<file path="src/upq_pkg.sv">
`timescale 1ns / 1ps
// ----------------------------------------------------------------------------
// upq_pkg
// Shared types, codes and helpers for the unique priority queue. The entry
// store is a circular buffer, so logical positions are mapped to memory
// addresses relative to a head pointer.
// ----------------------------------------------------------------------------
package upq_pkg;

    localparam int CAPACITY = 16;
    localparam int AW       = $clog2(CAPACITY);
    localparam int CW       = $clog2(CAPACITY + 1);

    localparam int FUNC_W = 3;
    localparam int PRIO_W = 16;
    localparam int PAY_W  = 32;
    localparam int STAT_W = 3;
    localparam int OCC_W  = 5;

    localparam logic [FUNC_W-1:0] FN_ENQ  = 3'd0;
    localparam logic [FUNC_W-1:0] FN_DEQ  = 3'd1;
    localparam logic [FUNC_W-1:0] FN_PEEK = 3'd2;
    localparam logic [FUNC_W-1:0] FN_LOOK = 3'd3;
    localparam logic [FUNC_W-1:0] FN_CLR  = 3'd4;

    localparam logic [STAT_W-1:0] ST_DONE     = 3'd0;
    localparam logic [STAT_W-1:0] ST_DUP      = 3'd1;
    localparam logic [STAT_W-1:0] ST_FULL     = 3'd2;
    localparam logic [STAT_W-1:0] ST_EMPTY    = 3'd3;
    localparam logic [STAT_W-1:0] ST_NOTFOUND = 3'd4;

    typedef logic [AW-1:0] t_addr;
    typedef logic [CW-1:0] t_count;

    typedef struct packed {
        logic [PRIO_W-1:0] prio;
        logic [PAY_W-1:0]  payload;
    } t_entry;

    typedef struct packed {
        logic   we;
        t_addr  waddr;
        t_entry wdata;
        t_addr  raddr;
    } t_mem_req;

    typedef struct packed {
        logic [STAT_W-1:0] status;
        logic [PAY_W-1:0]  payload;
        logic [PRIO_W-1:0] prio;
        logic [OCC_W-1:0]  occ;
        logic              empty;
    } t_result;

    // Memory address of logical position lidx, counted from the head. The sum
    // stays below twice the capacity, so one compare and subtract wraps it.
    function automatic t_addr phys_addr(input t_addr head, input t_count lidx);
        logic [CW:0] sum;
        sum = (CW+1)'(head) + (CW+1)'(lidx);
        if (sum >= (CW+1)'(CAPACITY)) begin
            sum = sum - (CW+1)'(CAPACITY);
        end
        return AW'(sum);
    endfunction

endpackage

</file>
<file path="src/upq_ram.sv">
`timescale 1ns / 1ps
// ----------------------------------------------------------------------------
// upq_ram
// Simple dual-port memory: one write port, one read port with the read data
// registered, so read data appears in the cycle after the address.
// ----------------------------------------------------------------------------
module upq_ram #(
    parameter int WIDTH  = 48,
    parameter int DEPTH  = 16,
    parameter int ADDR_W = $clog2(DEPTH)
) (
    input  logic              i_clk,
    input  logic              i_we,
    input  logic [ADDR_W-1:0] i_waddr,
    input  logic [WIDTH-1:0]  i_wdata,
    input  logic [ADDR_W-1:0] i_raddr,
    output logic [WIDTH-1:0]  o_rdata
);

    logic [WIDTH-1:0] r_mem [DEPTH];
    logic [WIDTH-1:0] r_rdata;

    always_ff @(posedge i_clk) begin
        if (i_we) begin
            r_mem[i_waddr] <= i_wdata;
        end
        r_rdata <= r_mem[i_raddr];
    end

    assign o_rdata = r_rdata;

endmodule

</file>
<file path="src/upq_ctrl.sv">
`timescale 1ns / 1ps
// ----------------------------------------------------------------------------
// upq_ctrl
// Sequencer for the queue operations. It walks the entry memory one position
// per cycle to search and to shift, and hands each finished result over.
// ----------------------------------------------------------------------------
module upq_ctrl import upq_pkg::*; (
    input  logic              i_clk,
    input  logic              i_rst_n,
    input  logic              i_valid,
    output logic              o_ready,
    input  logic [FUNC_W-1:0] i_func,
    input  logic [PRIO_W-1:0] i_prio,
    input  logic [PAY_W-1:0]  i_payload,
    output t_mem_req          o_mem,
    input  t_entry            i_rdata,
    output logic              o_res_valid,
    input  logic              i_res_take,
    output t_result           o_res
);

    localparam logic [2:0] S_IDLE  = 3'd0;
    localparam logic [2:0] S_SCAN  = 3'd1;
    localparam logic [2:0] S_SHIFT = 3'd2;
    localparam logic [2:0] S_PUT   = 3'd3;
    localparam logic [2:0] S_TOP   = 3'd4;
    localparam logic [2:0] S_LOOK  = 3'd5;
    localparam logic [2:0] S_RES   = 3'd6;

    logic [2:0]        r_state, n_state;
    t_count            r_count, n_count;
    t_addr             r_head, n_head;
    t_count            r_idx, n_idx;
    t_count            r_pos, n_pos;
    logic [FUNC_W-1:0] r_func, n_func;
    logic [PRIO_W-1:0] r_prio, n_prio;
    logic [PAY_W-1:0]  r_payload, n_payload;
    logic [STAT_W-1:0] r_status, n_status;
    logic [PAY_W-1:0]  r_rpay, n_rpay;
    logic [PRIO_W-1:0] r_rprio, n_rprio;

    t_count rd_lidx;
    t_count last_idx;
    t_count ins_pos;

    assign last_idx = r_count - t_count'(1);
    assign ins_pos  = (i_rdata.prio < r_prio) ? r_idx : r_count;

    always_comb begin
        n_state   = r_state;
        n_count   = r_count;
        n_head    = r_head;
        n_idx     = r_idx;
        n_pos     = r_pos;
        n_func    = r_func;
        n_prio    = r_prio;
        n_payload = r_payload;
        n_status  = r_status;
        n_rpay    = r_rpay;
        n_rprio   = r_rprio;
        rd_lidx   = '0;
        o_mem.we    = 1'b0;
        o_mem.waddr = phys_addr(r_head, r_idx);
        o_mem.wdata = i_rdata;

        case (r_state)
            S_IDLE: begin
                if (i_valid) begin
                    n_func    = i_func;
                    n_prio    = i_prio;
                    n_payload = i_payload;
                    n_status  = ST_DONE;
                    n_rpay    = '0;
                    n_rprio   = '0;
                    n_idx     = '0;
                    case (i_func)
                        FN_ENQ: begin
                            if (r_count == '0) begin
                                n_pos   = '0;
                                n_state = S_PUT;
                            end else begin
                                n_state = S_SCAN;
                            end
                        end
                        FN_DEQ, FN_PEEK: begin
                            if (r_count == '0) begin
                                n_status = ST_EMPTY;
                                n_state  = S_RES;
                            end else begin
                                n_state = S_TOP;
                            end
                        end
                        FN_LOOK: begin
                            if (r_count == '0) begin
                                n_status = ST_NOTFOUND;
                                n_state  = S_RES;
                            end else begin
                                n_state = S_LOOK;
                            end
                        end
                        FN_CLR: begin
                            n_count = '0;
                            n_state = S_RES;
                        end
                        default: begin
                            n_state = S_RES;
                        end
                    endcase
                end
            end
            S_SCAN: begin
                if (i_rdata.prio == r_prio) begin
                    n_status = ST_DUP;
                    n_state  = S_RES;
                end else if (i_rdata.prio < r_prio || r_idx == last_idx) begin
                    if (r_count >= t_count'(CAPACITY)) begin
                        n_status = ST_FULL;
                        n_state  = S_RES;
                    end else if (ins_pos == r_count) begin
                        n_pos   = ins_pos;
                        n_state = S_PUT;
                    end else begin
                        // Move entries down one place, starting at the tail.
                        n_pos   = ins_pos;
                        n_idx   = r_count;
                        rd_lidx = last_idx;
                        n_state = S_SHIFT;
                    end
                end else begin
                    n_idx   = r_idx + t_count'(1);
                    rd_lidx = r_idx + t_count'(1);
                end
            end
            S_SHIFT: begin
                o_mem.we = 1'b1;
                if (r_idx - t_count'(1) == r_pos) begin
                    n_state = S_PUT;
                end else begin
                    n_idx   = r_idx - t_count'(1);
                    rd_lidx = r_idx - t_count'(2);
                end
            end
            S_PUT: begin
                o_mem.we            = 1'b1;
                o_mem.waddr         = phys_addr(r_head, r_pos);
                o_mem.wdata.prio    = r_prio;
                o_mem.wdata.payload = r_payload;
                n_count             = r_count + t_count'(1);
                n_state             = S_RES;
            end
            S_TOP: begin
                n_rpay  = i_rdata.payload;
                n_rprio = i_rdata.prio;
                if (r_func == FN_DEQ) begin
                    n_head  = phys_addr(r_head, t_count'(1));
                    n_count = r_count - t_count'(1);
                end
                n_state = S_RES;
            end
            S_LOOK: begin
                if (i_rdata.payload == r_payload) begin
                    n_rprio = i_rdata.prio;
                    n_state = S_RES;
                end else if (r_idx == last_idx) begin
                    n_status = ST_NOTFOUND;
                    n_state  = S_RES;
                end else begin
                    n_idx   = r_idx + t_count'(1);
                    rd_lidx = r_idx + t_count'(1);
                end
            end
            S_RES: begin
                if (i_res_take) begin
                    n_state = S_IDLE;
                end
            end
            default: begin
                n_state = S_IDLE;
            end
        endcase
        o_mem.raddr = phys_addr(r_head, rd_lidx);
    end

    always_ff @(posedge i_clk) begin
        if (!i_rst_n) begin
            r_state <= S_IDLE;
            r_count <= '0;
            r_head  <= '0;
        end else begin
            r_state <= n_state;
            r_count <= n_count;
            r_head  <= n_head;
        end
        r_idx     <= n_idx;
        r_pos     <= n_pos;
        r_func    <= n_func;
        r_prio    <= n_prio;
        r_payload <= n_payload;
        r_status  <= n_status;
        r_rpay    <= n_rpay;
        r_rprio   <= n_rprio;
    end

    assign o_ready      = (r_state == S_IDLE);
    assign o_res_valid  = (r_state == S_RES);
    assign o_res.status  = r_status;
    assign o_res.payload = r_rpay;
    assign o_res.prio    = r_rprio;
    assign o_res.occ     = OCC_W'(r_count);
    assign o_res.empty   = (r_count == '0);

endmodule

</file>
<file path="src/unique_priority_queue.sv">
`timescale 1ns / 1ps
// ----------------------------------------------------------------------------
// unique_priority_queue
// Bounded priority queue with unique priorities, kept in descending order in
// a circular entry memory. One result beat comes back for every input beat.
// ----------------------------------------------------------------------------
//
//   Channel   Handshake                   Beat contents
//   -------   -------------------------   -----------------------------------
//   input     i_in_valid / o_in_ready     func, entry priority, entry payload
//   output    o_out_valid / i_out_ready   status, payload, priority,
//                                         occupancy, empty flag
//
// An item holds the sequencer while it walks the entry memory, whose single
// read port is read one position per cycle. Clear and unknown codes go straight
// to the result; dequeue and peek read the top entry; lookup walks until the
// payload matches or the tail is reached; enqueue searches, shifts and writes
// (the search stops at the insert position and the shift moves only the entries below it).
// Reset (synchronous, active low) empties the queue; the memory needs no
// clearing since only positions below the occupancy are ever read.
// The output register lets the next input beat be accepted while a result
// beat still waits for i_out_ready; a stalled output holds the sequencer
// only once its following result is also finished.
// ----------------------------------------------------------------------------
module unique_priority_queue import upq_pkg::*; (
    input  logic              i_clk,
    input  logic              i_rst_n,
    input  logic              i_in_valid,
    output logic              o_in_ready,
    input  logic [FUNC_W-1:0] i_func,
    input  logic [PRIO_W-1:0] i_entry_priority,
    input  logic [PAY_W-1:0]  i_entry_payload,
    output logic              o_out_valid,
    input  logic              i_out_ready,
    output logic [STAT_W-1:0] o_status,
    output logic [PAY_W-1:0]  o_result_payload,
    output logic [PRIO_W-1:0] o_result_priority,
    output logic [OCC_W-1:0]  o_occupancy,
    output logic              o_is_empty_flag
);

    t_mem_req mem_req;
    t_entry   mem_rdata;
    logic     res_valid;
    logic     res_take;
    t_result  res;

    logic     r_out_valid;
    t_result  r_out;

    // Entry memory: each word holds one priority and its payload tag.
    upq_ram #(
        .WIDTH ($bits(t_entry)),
        .DEPTH (CAPACITY)
    ) u_ram (
        .i_clk   (i_clk),
        .i_we    (mem_req.we),
        .i_waddr (mem_req.waddr),
        .i_wdata (mem_req.wdata),
        .i_raddr (mem_req.raddr),
        .o_rdata (mem_rdata)
    );

    // Sequencer that searches, shifts and updates head and occupancy.
    upq_ctrl u_ctrl (
        .i_clk       (i_clk),
        .i_rst_n     (i_rst_n),
        .i_valid     (i_in_valid),
        .o_ready     (o_in_ready),
        .i_func      (i_func),
        .i_prio      (i_entry_priority),
        .i_payload   (i_entry_payload),
        .o_mem       (mem_req),
        .i_rdata     (mem_rdata),
        .o_res_valid (res_valid),
        .i_res_take  (res_take),
        .o_res       (res)
    );

    // The output register takes a new result when it is empty or when its
    // current beat leaves in the same cycle.
    assign res_take = res_valid && (!r_out_valid || i_out_ready);

    always_ff @(posedge i_clk) begin
        if (!i_rst_n) begin
            r_out_valid <= 1'b0;
        end else if (res_take) begin
            r_out_valid <= 1'b1;
        end else if (i_out_ready) begin
            r_out_valid <= 1'b0;
        end
        if (res_take) begin
            r_out <= res;
        end
    end

    assign o_out_valid       = r_out_valid;
    assign o_status          = r_out.status;
    assign o_result_payload  = r_out.payload;
    assign o_result_priority = r_out.prio;
    assign o_occupancy       = r_out.occ;
    assign o_is_empty_flag   = r_out.empty;

endmodule
</file>
<file path="config.mk">
export PLATFORM = sky130hd
export DESIGN_NAME = unique_priority_queue
export DESIGN_NICKNAME = d
export VERILOG_FILES = /design/src/upq_pkg.sv /design/src/upq_ram.sv /design/src/upq_ctrl.sv /design/src/unique_priority_queue.sv
export SDC_FILE = /design/constraint.sdc
export NUM_CORES = 1
export LEC_CHECK = 0
export BUFFER_PORTS_ARGS = -buffer_cell sky130_fd_sc_hd__buf_4
export CAP_MARGIN = 20
export CORE_ASPECT_RATIO = 1.2
export CORE_UTILIZATION = 62
export CTS_CLUSTER_SIZE = 8
export DETAILED_ROUTE_END_ITERATION = 10
export PLACE_DENSITY = 0.79
export SYNTH_ARGS = -nofsm -noshare
export SYNTH_HDL_FRONTEND = slang
export SYNTH_SLANG_ARGS = --single-unit
export TNS_END_PERCENT = 100
</file>
<file path="constraint.sdc">
create_clock -name i_clk -period 6 [get_ports i_clk]
set_input_delay 0.6 -clock i_clk [delete_from_list [all_inputs] [get_ports i_clk]]
set_output_delay 0.6 -clock i_clk [all_outputs]
set_load 0.01 [all_outputs]
</file>
* Word level (Yosys, flattened, before mapping)
Memory sizes are Yosys's and may differ from the RTL's. A register that Yosys moved wholly into a read port is not among the register bits.
Cells that the tools add are included.
** Storage, ports and cells
- Memories :: 1
- Memory bits (writable) :: 768
- Register bits :: 182
- Input port bits :: 55
- Word-level logic and storage cells :: 167
** Memory list
- u_ram.r_mem :: depth 16, bits a word 48, rd ports 1, clocked after Yosys merged registers in 1, wr ports 1, RTL line upq_ram.sv:20 : logic [WIDTH-1:0] r_mem [DEPTH];
** Operators by class
- Reductions and logical operators :: 26
- Eq/ne operators :: 36
- Order comparisons :: 6
- Add/subtract/negate cells :: 13
- Multiplexer cells :: 68
** Operators by type and width (count)
- $mux W5 :: 25
- $pmux W32 S2 :: 1
- $mux W52 :: 1
- $pmux W16 S3 :: 1
- $mux W3 :: 15
- $eq A32 B32 Y1 :: 1
- $mux W16 :: 2
- $mux W32 :: 1
- $pmux W5 S3 :: 2
- $pmux W5 S4 :: 1
- $add A4 B5 Y6 :: 3
- $ge A6 B5 Y1 const B :: 3
- $ne A2 B1 Y1 const B :: 9
- $pmux W3 S3 :: 2
- $pmux W3 S6 :: 1
- $eq A16 B16 Y1 :: 1
- $lt A16 B16 Y1 :: 1
- $mux W4 :: 4
- $sub A4 B1 Y4 const B :: 4
- $eq A5 B5 Y1 :: 3
- $eq A3 B2 Y1 const B :: 4
- $eq A3 B3 Y1 const B :: 4
- $ne A2 B2 Y1 const B :: 6
- $add A5 B1 Y5 const B :: 2
- other kinds (27) :: 52

* Depth between registers and ports, before layout
Gate-level depths: netlist of the first run.
- Word-level depth :: 11
- Gate-level depth with buffers :: 20
- Depth with buffers taken out :: 16

* Hierarchy
From an unflattened synthesis of the first run, not the netlist that was laid out.
** Unflattened totals
- Cells, all modules :: 1989
- Area total of the unflattened synthesis :: 38582.0 µm²
** By module, submodules not included
- upq_ram :: times used 1, sequential area each 24023.0 µm², cells an instance 1242, area each 29694.7 µm²
- upq_ctrl :: times used 1, sequential area each 3603.5 µm², cells an instance 686, area each 7128.1 µm²
- unique_priority_queue :: times used 1, sequential area each 1731.7 µm², cells an instance 61, area each 1759.2 µm²

* Worst setup path after synthesis of the first run
No wires, ideal clock.
- Path type :: register to register
- Start point :: register u_ctrl.r_state[1]
- End point :: memory u_ram.r_mem[5][0], enable pin
- Setup time :: 0.454 ns
- Stages on the path, launching flop included :: 14
- Required time :: 5.546 ns
- Slack :: 0.908 ns
- Arrival :: 4.638 ns
- Period minus slack after synthesis :: 5.092 ns
- Cell sequence :: dfxtp_1 clkbuf_1 nand2_1 nor2_1 clkbuf_1 nor2_1 a21o_1 ha_1 a21o_1 a21oi_1 xnor2_1 xor2_1 nand2_1 nor2_1
** Between the ends
- Cells in the longest elaborated chain, start to end :: 5
- Elaborated cells on any way between the ends :: 7
** Ends and longest elaborated chain
- start: declaration :: RTL line upq_ctrl.sv:30 : logic [2:0] r_state, n_state;
- start signal: assignment :: RTL line upq_ctrl.sv:190 : r_state <= n_state;
- $eq A3 B2 Y1 :: RTL line upq_ctrl.sv:66 : case (r_state)
- $reduce_or A2 Y1 (no line)
- $mux W1 :: RTL line upq_ctrl.sv:66
- $mux W1 :: RTL line upq_ram.sv:24 : if (i_we) begin
- $mux W1 (implied by the code) :: RTL line upq_ram.sv:25 : r_mem[i_waddr] <= i_wdata;
- end: declaration :: RTL line upq_ram.sv:20
Several ways; a longest one is shown, not always the timed one.

* Worst setup path after layout of the first run
- Start point :: register u_ctrl.r_payload[10]
- End point :: register u_ram.r_rdata[17], in the netlist u_ram.o_rdata[17] (read register of u_ram.r_mem)
** Between the ends
- Cells in the longest elaborated chain, start to end :: 6
- Elaborated cells on any way between the ends :: 7
** Ends and longest elaborated chain
- start: declaration :: RTL line upq_ctrl.sv:37 : logic [PAY_W-1:0] r_payload, n_payload;
- start signal: assignment :: RTL line upq_ctrl.sv:198 : r_payload <= n_payload;
- $eq A32 B32 Y1 (*) :: RTL line upq_ctrl.sv:161 : if (i_rdata.payload == r_payload) begin
- $mux W5 (*) :: RTL line upq_ctrl.sv:161
- $pmux W5 S3 (*) :: RTL line upq_ctrl.sv:66
- $add A4 B5 Y6 (*) :: RTL line upq_pkg.sv:59 : sum = (CW+1)'(head) + (CW+1)'(lidx);
- $ge A6 B5 Y1 or $sub A4 B1 Y4 (tied branches) :: RTL line upq_pkg.sv:60, upq_pkg.sv:61
- $mux W4 (*) :: RTL line upq_pkg.sv:60 : if (sum >= (CW+1)'(CAPACITY)) begin
- end: declaration :: RTL line upq_ram.sv:21 : logic [WIDTH-1:0] r_rdata;
Every way passes the cells marked *; elsewhere a longest branch is shown, timed or not.
A chain may end at the register's enable or synchronous reset.

==> results of run 1 <==
[logic make-up after synthesis]
group | synth area share
buf+inv | 0.01282
flops | 0.7560
simple gates | 0.03844
compound gates | 0.01611
mux | 0.1500
xor+xnor | 0.01559
fa+ha+maj | 0.01102
[worst max path at each step]
stage	cells past startpoint	to	start
floorplan	13	u_ram.r_mem[5][0]$_DFFE_PP_	u_ctrl.r_state[1]$_SDFFE_PN0P_
global placement	17	u_ram.o_rdata[40]$_DFF_P_	u_ctrl.r_prio[13]$_DFFE_PP_
detailed placement	17	u_ram.o_rdata[27]$_DFF_P_	u_ctrl.r_prio[13]$_DFFE_PP_
CTS	15	u_ram.o_rdata[17]$_DFF_P_	u_ctrl.r_payload[5]$_DFFE_PP_
global route	17	u_ram.o_rdata[17]$_DFF_P_	u_ctrl.r_prio[13]$_DFFE_PP_
finish	15	u_ram.o_rdata[17]$_DFF_P_	u_ctrl.r_payload[10]$_DFFE_PP_
[sequential cells by signal, summed over array words and instances, names as in the netlist, 5 cells and up]
register           cells
u_ctrl.r_payload      32
o_result_payload      32
u_ctrl.r_pos           5
u_ctrl.r_rprio        16
u_ctrl.r_rpay         32
o_occupancy            5
u_ram.r_mem          768
u_ram.o_rdata         48
o_result_priority     16
u_ctrl.r_prio         16
u_ctrl.r_count         5
u_ctrl.r_idx           5
[report_power, final]
part	switching, W	internal [W]	leakage [nW]
registers	0.000591	0.00996	9.03
clock network	0.00281	0.00449	1.95
logic	0.00532	0.00370	3.95
[layout make-up]
class / instances / share of cell area
sequential: 998 / 0.6500
inverter: 30 / 0.002493
clock buffer: 237 / 0.08868
timing repair buffer: 176 / 0.03169
tap: 816 / 0.02261
multi-input combinational: 859 / 0.2028
clock inverter: 6 / 0.001662
[cells in the mapped netlist, types with 6 or more instances]
cell type,count
inv_1,28
nand3_1,10
dfxtp_1,61
nor2_1,55
nor4_1,13
nor3_1,18
clkbuf_1,62
nand2_1,145
and2_1,49
mux4_2,192
edfxtp_1,937
xor2_1,46
o21ai_0,27
buf_1,19
mux2i_1,150
ha_1,31
a21oi_1,28
xnor2_1,20
a21o_1,6
nand4_1,7
[layer usage]
metal | wire, µm | global-route usage | share of wire
met5 | 0 | 0 | 0
met4 | 3730 | 0.1367 | 0.040
met3 | 8197 | 0.06064 | 0.088
met2 | 47170 | 0.4948 | 0.51
met1 | 33730 | 0.3898 | 0.36
[worst register-to-register path: cells and delay by family, from the launching register on]
family / cells / cell delay, ps
mux: 3 / 820
buf+inv: 2 / 620
simple gates: 5 / 1520
compound gates: 2 / 320
flops: 1 / 410
fa+ha+maj: 2 / 1220
xor+xnor: 1 / 210
[per-stage QoR]
step,total power [W],area (µm²),setup WS [ps]
global placement,0.01901,41000,1073
finish,0.02687,45160,739.2
detailed placement,0.01938,41050,971.7
global route,0.02785,45160,635.0
CTS,0.02689,45130,837.3
floorplan,0.01676,38830,908.4
==> results_tabular.tex, run 1 <==
\begin{tabular}{lr}
\hline
Metric & Value \\
\hline
\multicolumn{2}{l}{\textbf{Outcome}} \\
\quad Outcome & completed \\
\multicolumn{2}{l}{\textbf{Synth}} \\
\quad Post-synth ARST share & 0 \\
\quad Top cells by area, synth & edfxtp\_1 (72\%), mux4\_2 (11\%), mux2i\_1 (3.9\%), dfxtp\_1 (3.1\%), nand2\_1 (1.4\%) \\
\quad Cell area after synthesis & 38830 µm² \\
\quad Gate Count Post-Synth & roughly 2k \\
\quad Syn\_nets & between 2k and 2.5k \\
\quad Synth top area share & 0.7246 \\
\quad Mean cell area of the mapped netlist & between 15 and 20 µm² \\
\quad Post-synth top flop & edfxtp\_1 \\
\quad Number of warnings printed during yosys synthesis & 0 \\
\quad Number of flip-flops and latches in the synthesized netlist & 998 \\
\quad Cell type contributing the most total cell area after synthesis & edfxtp\_1 \\
\quad Seq/Total Area, Yosys & 0.7560 \\
\quad Number of enable flip-flop cells after synthesis & 937 \\
\quad Distinct cell type count after synthesis & between 60 and 70 \\
\multicolumn{2}{l}{\textbf{Die}} \\
\quad Row cnt & 100 \\
\quad Total Die Area & roughly 64000 µm² \\
\quad Starting Density & 0.6270 \\
\quad Core area & slightly above 60000 µm² \\
\quad Count of pins on the block boundary & around 110 \\
\quad Die width & $\sim$230 µm \\
\quad Height of the die & between 200 and 300 µm \\
\multicolumn{2}{l}{\textbf{Cells and area}} \\
\quad Signed area change from the synthesized netlist to the final layout & 16.30\% \\
\quad Share of final-layout standard cells stronger than drive strength 1 & 0.2428 \\
\quad Sequential cell area & between 20000 and 30000 µm² \\
\quad Antenna Cells & 0 \\
\quad Commonest non-fill, non-tap cell in the layout & edfxtp\_1 \\
\quad Commonest cells after routing, fill and taps aside & edfxtp\_1 (937), mux4\_2 (192), buf\_4 (157) \\
\quad Net count, final & 2295 \\
\quad Core occupancy in the finished layout & 0.7292 \\
\quad \# fillers & $\sim$3.4k \\
\quad Non-filler instance count after layout & around 3.1k \\
\quad Multi-input gate area in the final layout & 9161 µm² \\
\multicolumn{2}{l}{\textbf{Timing}} \\
\quad Final setup violation count & 0 \\
\quad Fraction of the cycle the final worst path needs & 0.8768 \\
\quad Largest clock skew in the final design & between 40 and 50 ps \\
\quad Slew Viols, Final & 0 \\
\quad Min Tclk post-route & about 5300 ps \\
\quad Relative max-transition margin & 0.2871 \\
\quad Setup repair after global routing missed its margin & false \\
\quad Transition at the pin with the smallest max-transition slack & 1069 ps \\
\quad Final worst hold slack & 62.89 ps \\
\quad Highest attainable clock frequency & between 150 and 200 MHz \\
\quad Setup Total Neg Slack & 0 ps \\
\quad Fin. Hold Viols & 0 \\
\multicolumn{2}{l}{\textbf{Clock tree}} \\
\quad Buffers from clock root to sink, at most & 3 \\
\quad Inserted Clock Buffers & approximately 140 \\
\quad CTS Sinks & between 900 and 1k \\
\quad \# H-tree levels & 4 \\
\quad CTS resizes & 0 \\
\quad Worst skew pair latency & about 700 ps \\
\quad Hold buffer count at cts & 0 \\
\quad Master cell of the clock root buffer & clkbuf\_16 \\
\quad CTS tree & yes \\
\quad Clock-pin slew on the worst setup and hold paths & $\sim$50 ps \\
\quad Buffers inserted during post-CTS setup optimization & 0 \\
\multicolumn{2}{l}{\textbf{Detailed routing}} \\
\quad Final Routed Wirelength & approximately 93000 µm \\
\quad Detailed-route via count & 20.41k \\
\quad Number of routed nets with antenna violations & 0 \\
\quad DRT iter0 DRCs & roughly 2.3k \\
\quad Average wire length per cell after detail routing & about 30 µm \\
\quad Count of unresolved DRC violations after routing & 0 \\
\quad First drt pass iteration count & 6 \\
\quad Per-cell via count in the routed design & between 6 and 7 \\
\multicolumn{2}{l}{\textbf{Place}} \\
\quad Global placement routability congestion & roughly 0.9 \\
\quad Total instance count after detailed placement & 2877 \\
\quad HPWL after DPL & about 46000 µm \\
\quad Quantity of I/O buffers inserted on ports & $\sim$110 \\
\multicolumn{2}{l}{\textbf{Setup path}} \\
\quad Largest fanout of any net on the critical path & 76 \\
\quad Critical Path Source Type & flop \\
\quad Critical path's most frequent cell & mux2i\_1 \\
\quad Worst r2r path cells & 15 \\
\quad Type of the setup path with the least slack & reg -> reg \\
\quad Setup slack of the most critical reg-to-reg path & $\sim$740 ps \\
\quad Critical Path Max Stage Delay & around 1000 ps \\
\quad Worst r2r src & u\_ctrl.r\_payload[10]\$\_DFFE\_PP\_ \\
\quad Worst-path cell chain & xor2\_1 > nor4\_1 > nand4\_1 > nor2\_1 > buf\_4 > o2bb2ai\_1 > and2\_1 > nand2\_1 > o221ai\_1 > ha\_4 > fa\_4 > buf\_12 > mux4\_2 > mux2i\_1 > mux2i\_1 \\
\quad Highest-delay cell along the critical path & fa\_4 \\
\quad Count of buffering cells on the critical path with inverters included & 2 \\
\quad Top cell family by delay on the critical path & simple AND/OR/NAND/NOR gates \\
\quad Worst r2r dst & u\_ram.o\_rdata[17]\$\_DFF\_P\_ \\
\quad Worst setup EP type & flop \\
\quad Data arrival at the endpoint of the critical path & 5810 ps \\
\quad Endpoint required time on the critical path & between 6000 and 7000 ps \\
\multicolumn{2}{l}{\textbf{Flow run}} \\
\quad Max-cap violation count & 0 \\
\multicolumn{2}{l}{\textbf{Global route}} \\
\quad Global-route wire length before repair & $\sim$140000 µm \\
\quad GR Overflow Total & 0 \\
\quad Number of antenna violations at the first check in global routing & 1 \\
\quad Number of global-route vias before repair & about 21k \\
\quad Global Route Usage Sum & 0.3005 \\
\quad Pin count of the biggest net entering global routing & approximately 80 \\
\multicolumn{2}{l}{\textbf{Power and ir drop}} \\
\quad Largest vdd supply drop & around 0.54 mV \\
\quad Total power per unit cell area & slightly below 600 nW/µm² \\
\quad Leak & around 15 nW \\
\multicolumn{2}{l}{\textbf{Min path}} \\
\quad Type of the worst min-delay path & in -> reg \\
\quad Hold path startpoint & i\_entry\_priority[9] \\
\quad Capture endpoint of the worst hold path & u\_ctrl.r\_prio[9]\$\_DFFE\_PP\_ \\
\quad Worst hold path depth & 1 \\
\hline
\end{tabular}
Note: power is estimated with default switching activity, not from simulation.
==> run 2, diff against run 1 <==
--- a/config.mk
+++ b/config.mk
@@ -8,10 +8,9 @@
 export BUFFER_PORTS_ARGS = -buffer_cell sky130_fd_sc_hd__buf_4
 export CAP_MARGIN = 20
 export CORE_ASPECT_RATIO = 1.2
-export CORE_UTILIZATION = 62
+export CORE_UTILIZATION = 45
 export CTS_CLUSTER_SIZE = 8
 export DETAILED_ROUTE_END_ITERATION = 10
-export PLACE_DENSITY = 0.79
 export SYNTH_ARGS = -nofsm -noshare
 export SYNTH_HDL_FRONTEND = slang
 export SYNTH_SLANG_ARGS = --single-unit
==> run 2 against run 1 <==
Register-to-register slack better by 170 ps; utilization down 19 points; global-route usage down 8.9 points; non-clock buffer count up 4; via count down 4.5%; wire length down 1.9%; power up 0.49%; clock power up 0.5%; worst hold slack better by 1.3 ps; die area up 37%; setup slack better by 170 ps; clock skew down 7.7 ps.
==> results_tabular.tex, run 2 (synthesis gave the netlist of run 1 again) <==
\begin{tabular}{lr}
\hline
Metric & Value \\
\hline
\multicolumn{2}{l}{\textbf{Global route}} \\
\quad Global Route Usage Sum & 0.2112 \\
\quad Met3 Use GR & 0.04271 \\
\quad Pin count of the biggest net entering global routing & 53 \\
\quad Number of global-route vias before repair & $\sim$20k \\
\quad GR Overflow Total & 0 \\
\quad Global-route track usage on met1 & 0.2846 \\
\quad Met2 Track Usage GR & 0.3440 \\
\quad Number of antenna violations at the first check in global routing & 5 \\
\quad Global-route wire length before repair & 133100 µm \\
\quad Busiest metal layer after global routing & met2 \\
\multicolumn{2}{l}{\textbf{Clock tree}} \\
\quad Clock-pin slew on the worst setup and hold paths & $\sim$50 ps \\
\quad Master cell of the clock root buffer & clkbuf\_16 \\
\quad CTS resizes & 0 \\
\quad CTS tree & yes \\
\quad Buffers from clock root to sink, at most & 3 \\
\quad Worst skew pair latency & about 720 ps \\
\quad Hold buffer count at cts & 0 \\
\quad \# H-tree levels & 4 \\
\quad Buffers inserted during post-CTS setup optimization & 0 \\
\quad Inserted Clock Buffers & around 140 \\
\quad CTS Sinks & between 900 and 1k \\
\multicolumn{2}{l}{\textbf{Setup path}} \\
\quad Type of the setup path with the least slack & reg -> reg \\
\quad Critical Path Source Type & flop \\
\quad Origin of the worst setup path & u\_ctrl.r\_prio[13]\$\_DFFE\_PP\_ \\
\quad Critical path destination & u\_ram.o\_rdata[46]\$\_DFF\_P\_ \\
\quad Worst r2r dst & u\_ram.o\_rdata[46]\$\_DFF\_P\_ \\
\quad Critical path depth & 17 \\
\quad Endpoint required time on the critical path & roughly 6600 ps \\
\quad Top cell family by delay on the critical path & adder cells \\
\quad Count of buffering cells on the critical path with inverters included & 3 \\
\quad Worst r2r path cells & 17 \\
\quad Worst-path cell chain & inv\_1 > ha\_1 > a21o\_1 > a21o\_1 > a2111oi\_2 > o211ai\_1 > buf\_4 > o2bb2ai\_1 > and2\_1 > nand2\_1 > o221ai\_1 > ha\_4 > fa\_4 > buf\_4 > mux4\_2 > mux2i\_1 > mux2i\_1 \\
\quad Data arrival at the endpoint of the critical path & 5650 ps \\
\quad Highest-delay cell along the critical path & fa\_4 \\
\quad Worst setup EP type & flop \\
\quad Largest fanout of any net on the critical path & 19 \\
\quad Worst r2r src & u\_ctrl.r\_prio[13]\$\_DFFE\_PP\_ \\
\quad Critical Path Max Stage Delay & roughly 930 ps \\
\quad Setup slack of the most critical reg-to-reg path & 910 ps \\
\multicolumn{2}{l}{\textbf{Detailed routing}} \\
\quad Count of unresolved DRC violations after routing & 0 \\
\quad Detailed-route via count & between 15k and 20k \\
\quad DRT iter0 DRCs & 2041 \\
\quad First drt pass iteration count & 6 \\
\quad Number of routed nets with antenna violations & 0 \\
\quad Average wire length per cell after detail routing & approximately 26 µm \\
\quad Per-cell via count in the routed design & roughly 5.7 \\
\quad Final Routed Wirelength & around 90000 µm \\
\multicolumn{2}{l}{\textbf{Cells and area}} \\
\quad Antenna Cells & 0 \\
\quad Register ranked first by flip-flop count & u\_ram.r\_mem \\
\quad Commonest non-fill, non-tap cell in the layout & edfxtp\_1 \\
\quad Final Cell Area & 45850 µm² \\
\quad Net count, final & between 2k and 2.5k \\
\quad Share of final-layout standard cells stronger than drive strength 1 & 0.2464 \\
\quad Commonest cells after routing, fill and taps aside & edfxtp\_1 (937), mux4\_2 (192), buf\_4 (153) \\
\quad \# fillers & about 6.6k \\
\quad Largest register FFs & around 770 \\
\quad Core occupancy in the finished layout & 0.5382 \\
\quad Signed area change from the synthesized netlist to the final layout & 18.08\% \\
\multicolumn{2}{l}{\textbf{Die}} \\
\quad Die width & roughly 270 µm \\
\quad Height of the die & about 320 µm \\
\quad Core area & between 80000 and 90000 µm² \\
\quad Starting Density & 0.4558 \\
\quad Row cnt & between 100 and 150 \\
\quad Count of pins on the block boundary & about 110 \\
\quad Total Die Area & around 87000 µm² \\
\multicolumn{2}{l}{\textbf{Timing}} \\
\quad Highest attainable clock frequency & 196.3 MHz \\
\quad Min Tclk post-route & 5095 ps \\
\quad Transition at the pin with the smallest max-transition slack & 945.1 ps \\
\quad Largest clock skew in the final design & 32.53 ps \\
\quad Relative max-transition margin & 0.3684 \\
\quad Final worst hold slack & 64.19 ps \\
\quad Setup repair after global routing missed its margin & false \\
\quad Final setup violation count & 0 \\
\quad Slew Viols, Final & 0 \\
\quad Fraction of the cycle the final worst path needs & 0.8491 \\
\quad Setup Total Neg Slack & 0 ps \\
\quad Fin. Hold Viols & 0 \\
\multicolumn{2}{l}{\textbf{Place}} \\
\quad Global placement routability congestion & $\sim$0.85 \\
\quad HPWL after DPL & 49850 µm \\
\quad Area of placed instances & between 40000 and 50000 µm² \\
\quad Quantity of I/O buffers inserted on ports & between 100 and 150 \\
\multicolumn{2}{l}{\textbf{Min path}} \\
\quad Worst hold path depth & 1 \\
\quad Type of the worst min-delay path & in -> reg \\
\multicolumn{2}{l}{\textbf{Power and ir drop}} \\
\quad Leak & roughly 15 nW \\
\quad Total power per unit cell area & 588.9 nW/µm² \\
\quad Proportion of power drawn by flip-flops and latches & 0.389 \\
\quad Largest vdd supply drop & approximately 0.43 mV \\
\quad Switching power share of the total & 0.3237 \\
\quad P\_int & 0.01826 W \\
\quad Combinational share of power & 0.339 \\
\quad Overall power & $\sim$0.027 W \\
\quad Switching power total & 0.008743 W \\
\quad Clock network fraction of design power & 0.272 \\
\multicolumn{2}{l}{\textbf{Flow run}} \\
\quad Max-cap violation count & 0 \\
\multicolumn{2}{l}{\textbf{Outcome}} \\
\quad Outcome & completed \\
\hline
\end{tabular}
-- run 2: cell types whose count changed in the layout (fill, tap and decap cells not counted), sizes merged --
cell,previous run,this run
clkbuf,238,230
inv,32,30
clkinv,4,12
buf,175,180
-- run 2: power by group through the flow --
stage	combinational [W]	sequential (W)	clock (W)
finish	0.00916	0.0105	0.00734
global route	0.00991	0.0106	0.00776
CTS	0.00933	0.0105	0.00748
detailed placement	0.00930	0.0106	0
global placement	0.00909	0.0106	0
floorplan	0.00637	0.0104	0
-- run 2: worst min-delay path by stage --
stage,startpoint,endpoint,slack (ps)
5_1_grt,i_entry_payload[4],u_ctrl.r_payload[4]$_DFFE_PP_,20
3_5_place_dp,u_ctrl.r_rpay[21]$_SDFFCE_PN0P_,o_result_payload[21]$_DFFE_PP_,400
3_3_place_gp,u_ctrl.r_rpay[7]$_SDFFCE_PN0P_,o_result_payload[7]$_DFFE_PP_,400
6_report,i_entry_payload[11],u_ctrl.r_payload[11]$_DFFE_PP_,60
2_1_floorplan,u_ctrl.r_rpay[0]$_SDFFCE_PN0P_,o_result_payload[0]$_DFFE_PP_,400
4_1_cts,i_entry_payload[11],u_ctrl.r_payload[11]$_DFFE_PP_,10
-- run 2: worst reg2reg max path, stage by stage, from the launching register on --
cell	delay, ps
edfxtp_1	350
inv_1	90
ha_1	250
a21o_1	170
a21o_1	190
a2111oi_2	350
o211ai_1	240
buf_4	250
o2bb2ai_1	180
and2_1	230
nand2_1	80
o221ai_1	160
ha_4	210
fa_4	930
buf_4	340
mux4_2	390
mux2i_1	410
mux2i_1	150
-- run 2: stage by stage --
step           setup slack [ps]  instances
2_1_floorplan             908.4       1978
3_3_place_gp              904.1       3194
3_5_place_dp              899.1       3197
4_1_cts                   870.5       3439
5_1_grt                   705.3       3439
6_report                  905.4       3439
-- run 2: cell type report --
cell class | count | area, µm² | area share
sequential | 998 | 29360 | 0.6403
multi-input combinational | 859 | 9161 | 0.1998
clock buffer | 230 | 3969 | 0.08655
timing repair buffer | 180 | 1659 | 0.03618
tap | 1130 | 1414 | 0.03083
clock inverter | 12 | 180.2 | 0.003929
inverter | 30 | 112.6 | 0.002456
-- run 2: layer usage --
| layer | vias to the layer above | part of all wire |
|---|---|---|
| met4 | 4 | 0.027 |
| met1 | 10174 | 0.42 |
| met3 | 167 | 0.068 |
| met2 | 783 | 0.49 |
| li1 | 8363 | - |
| met5 | - | 0.00025 |
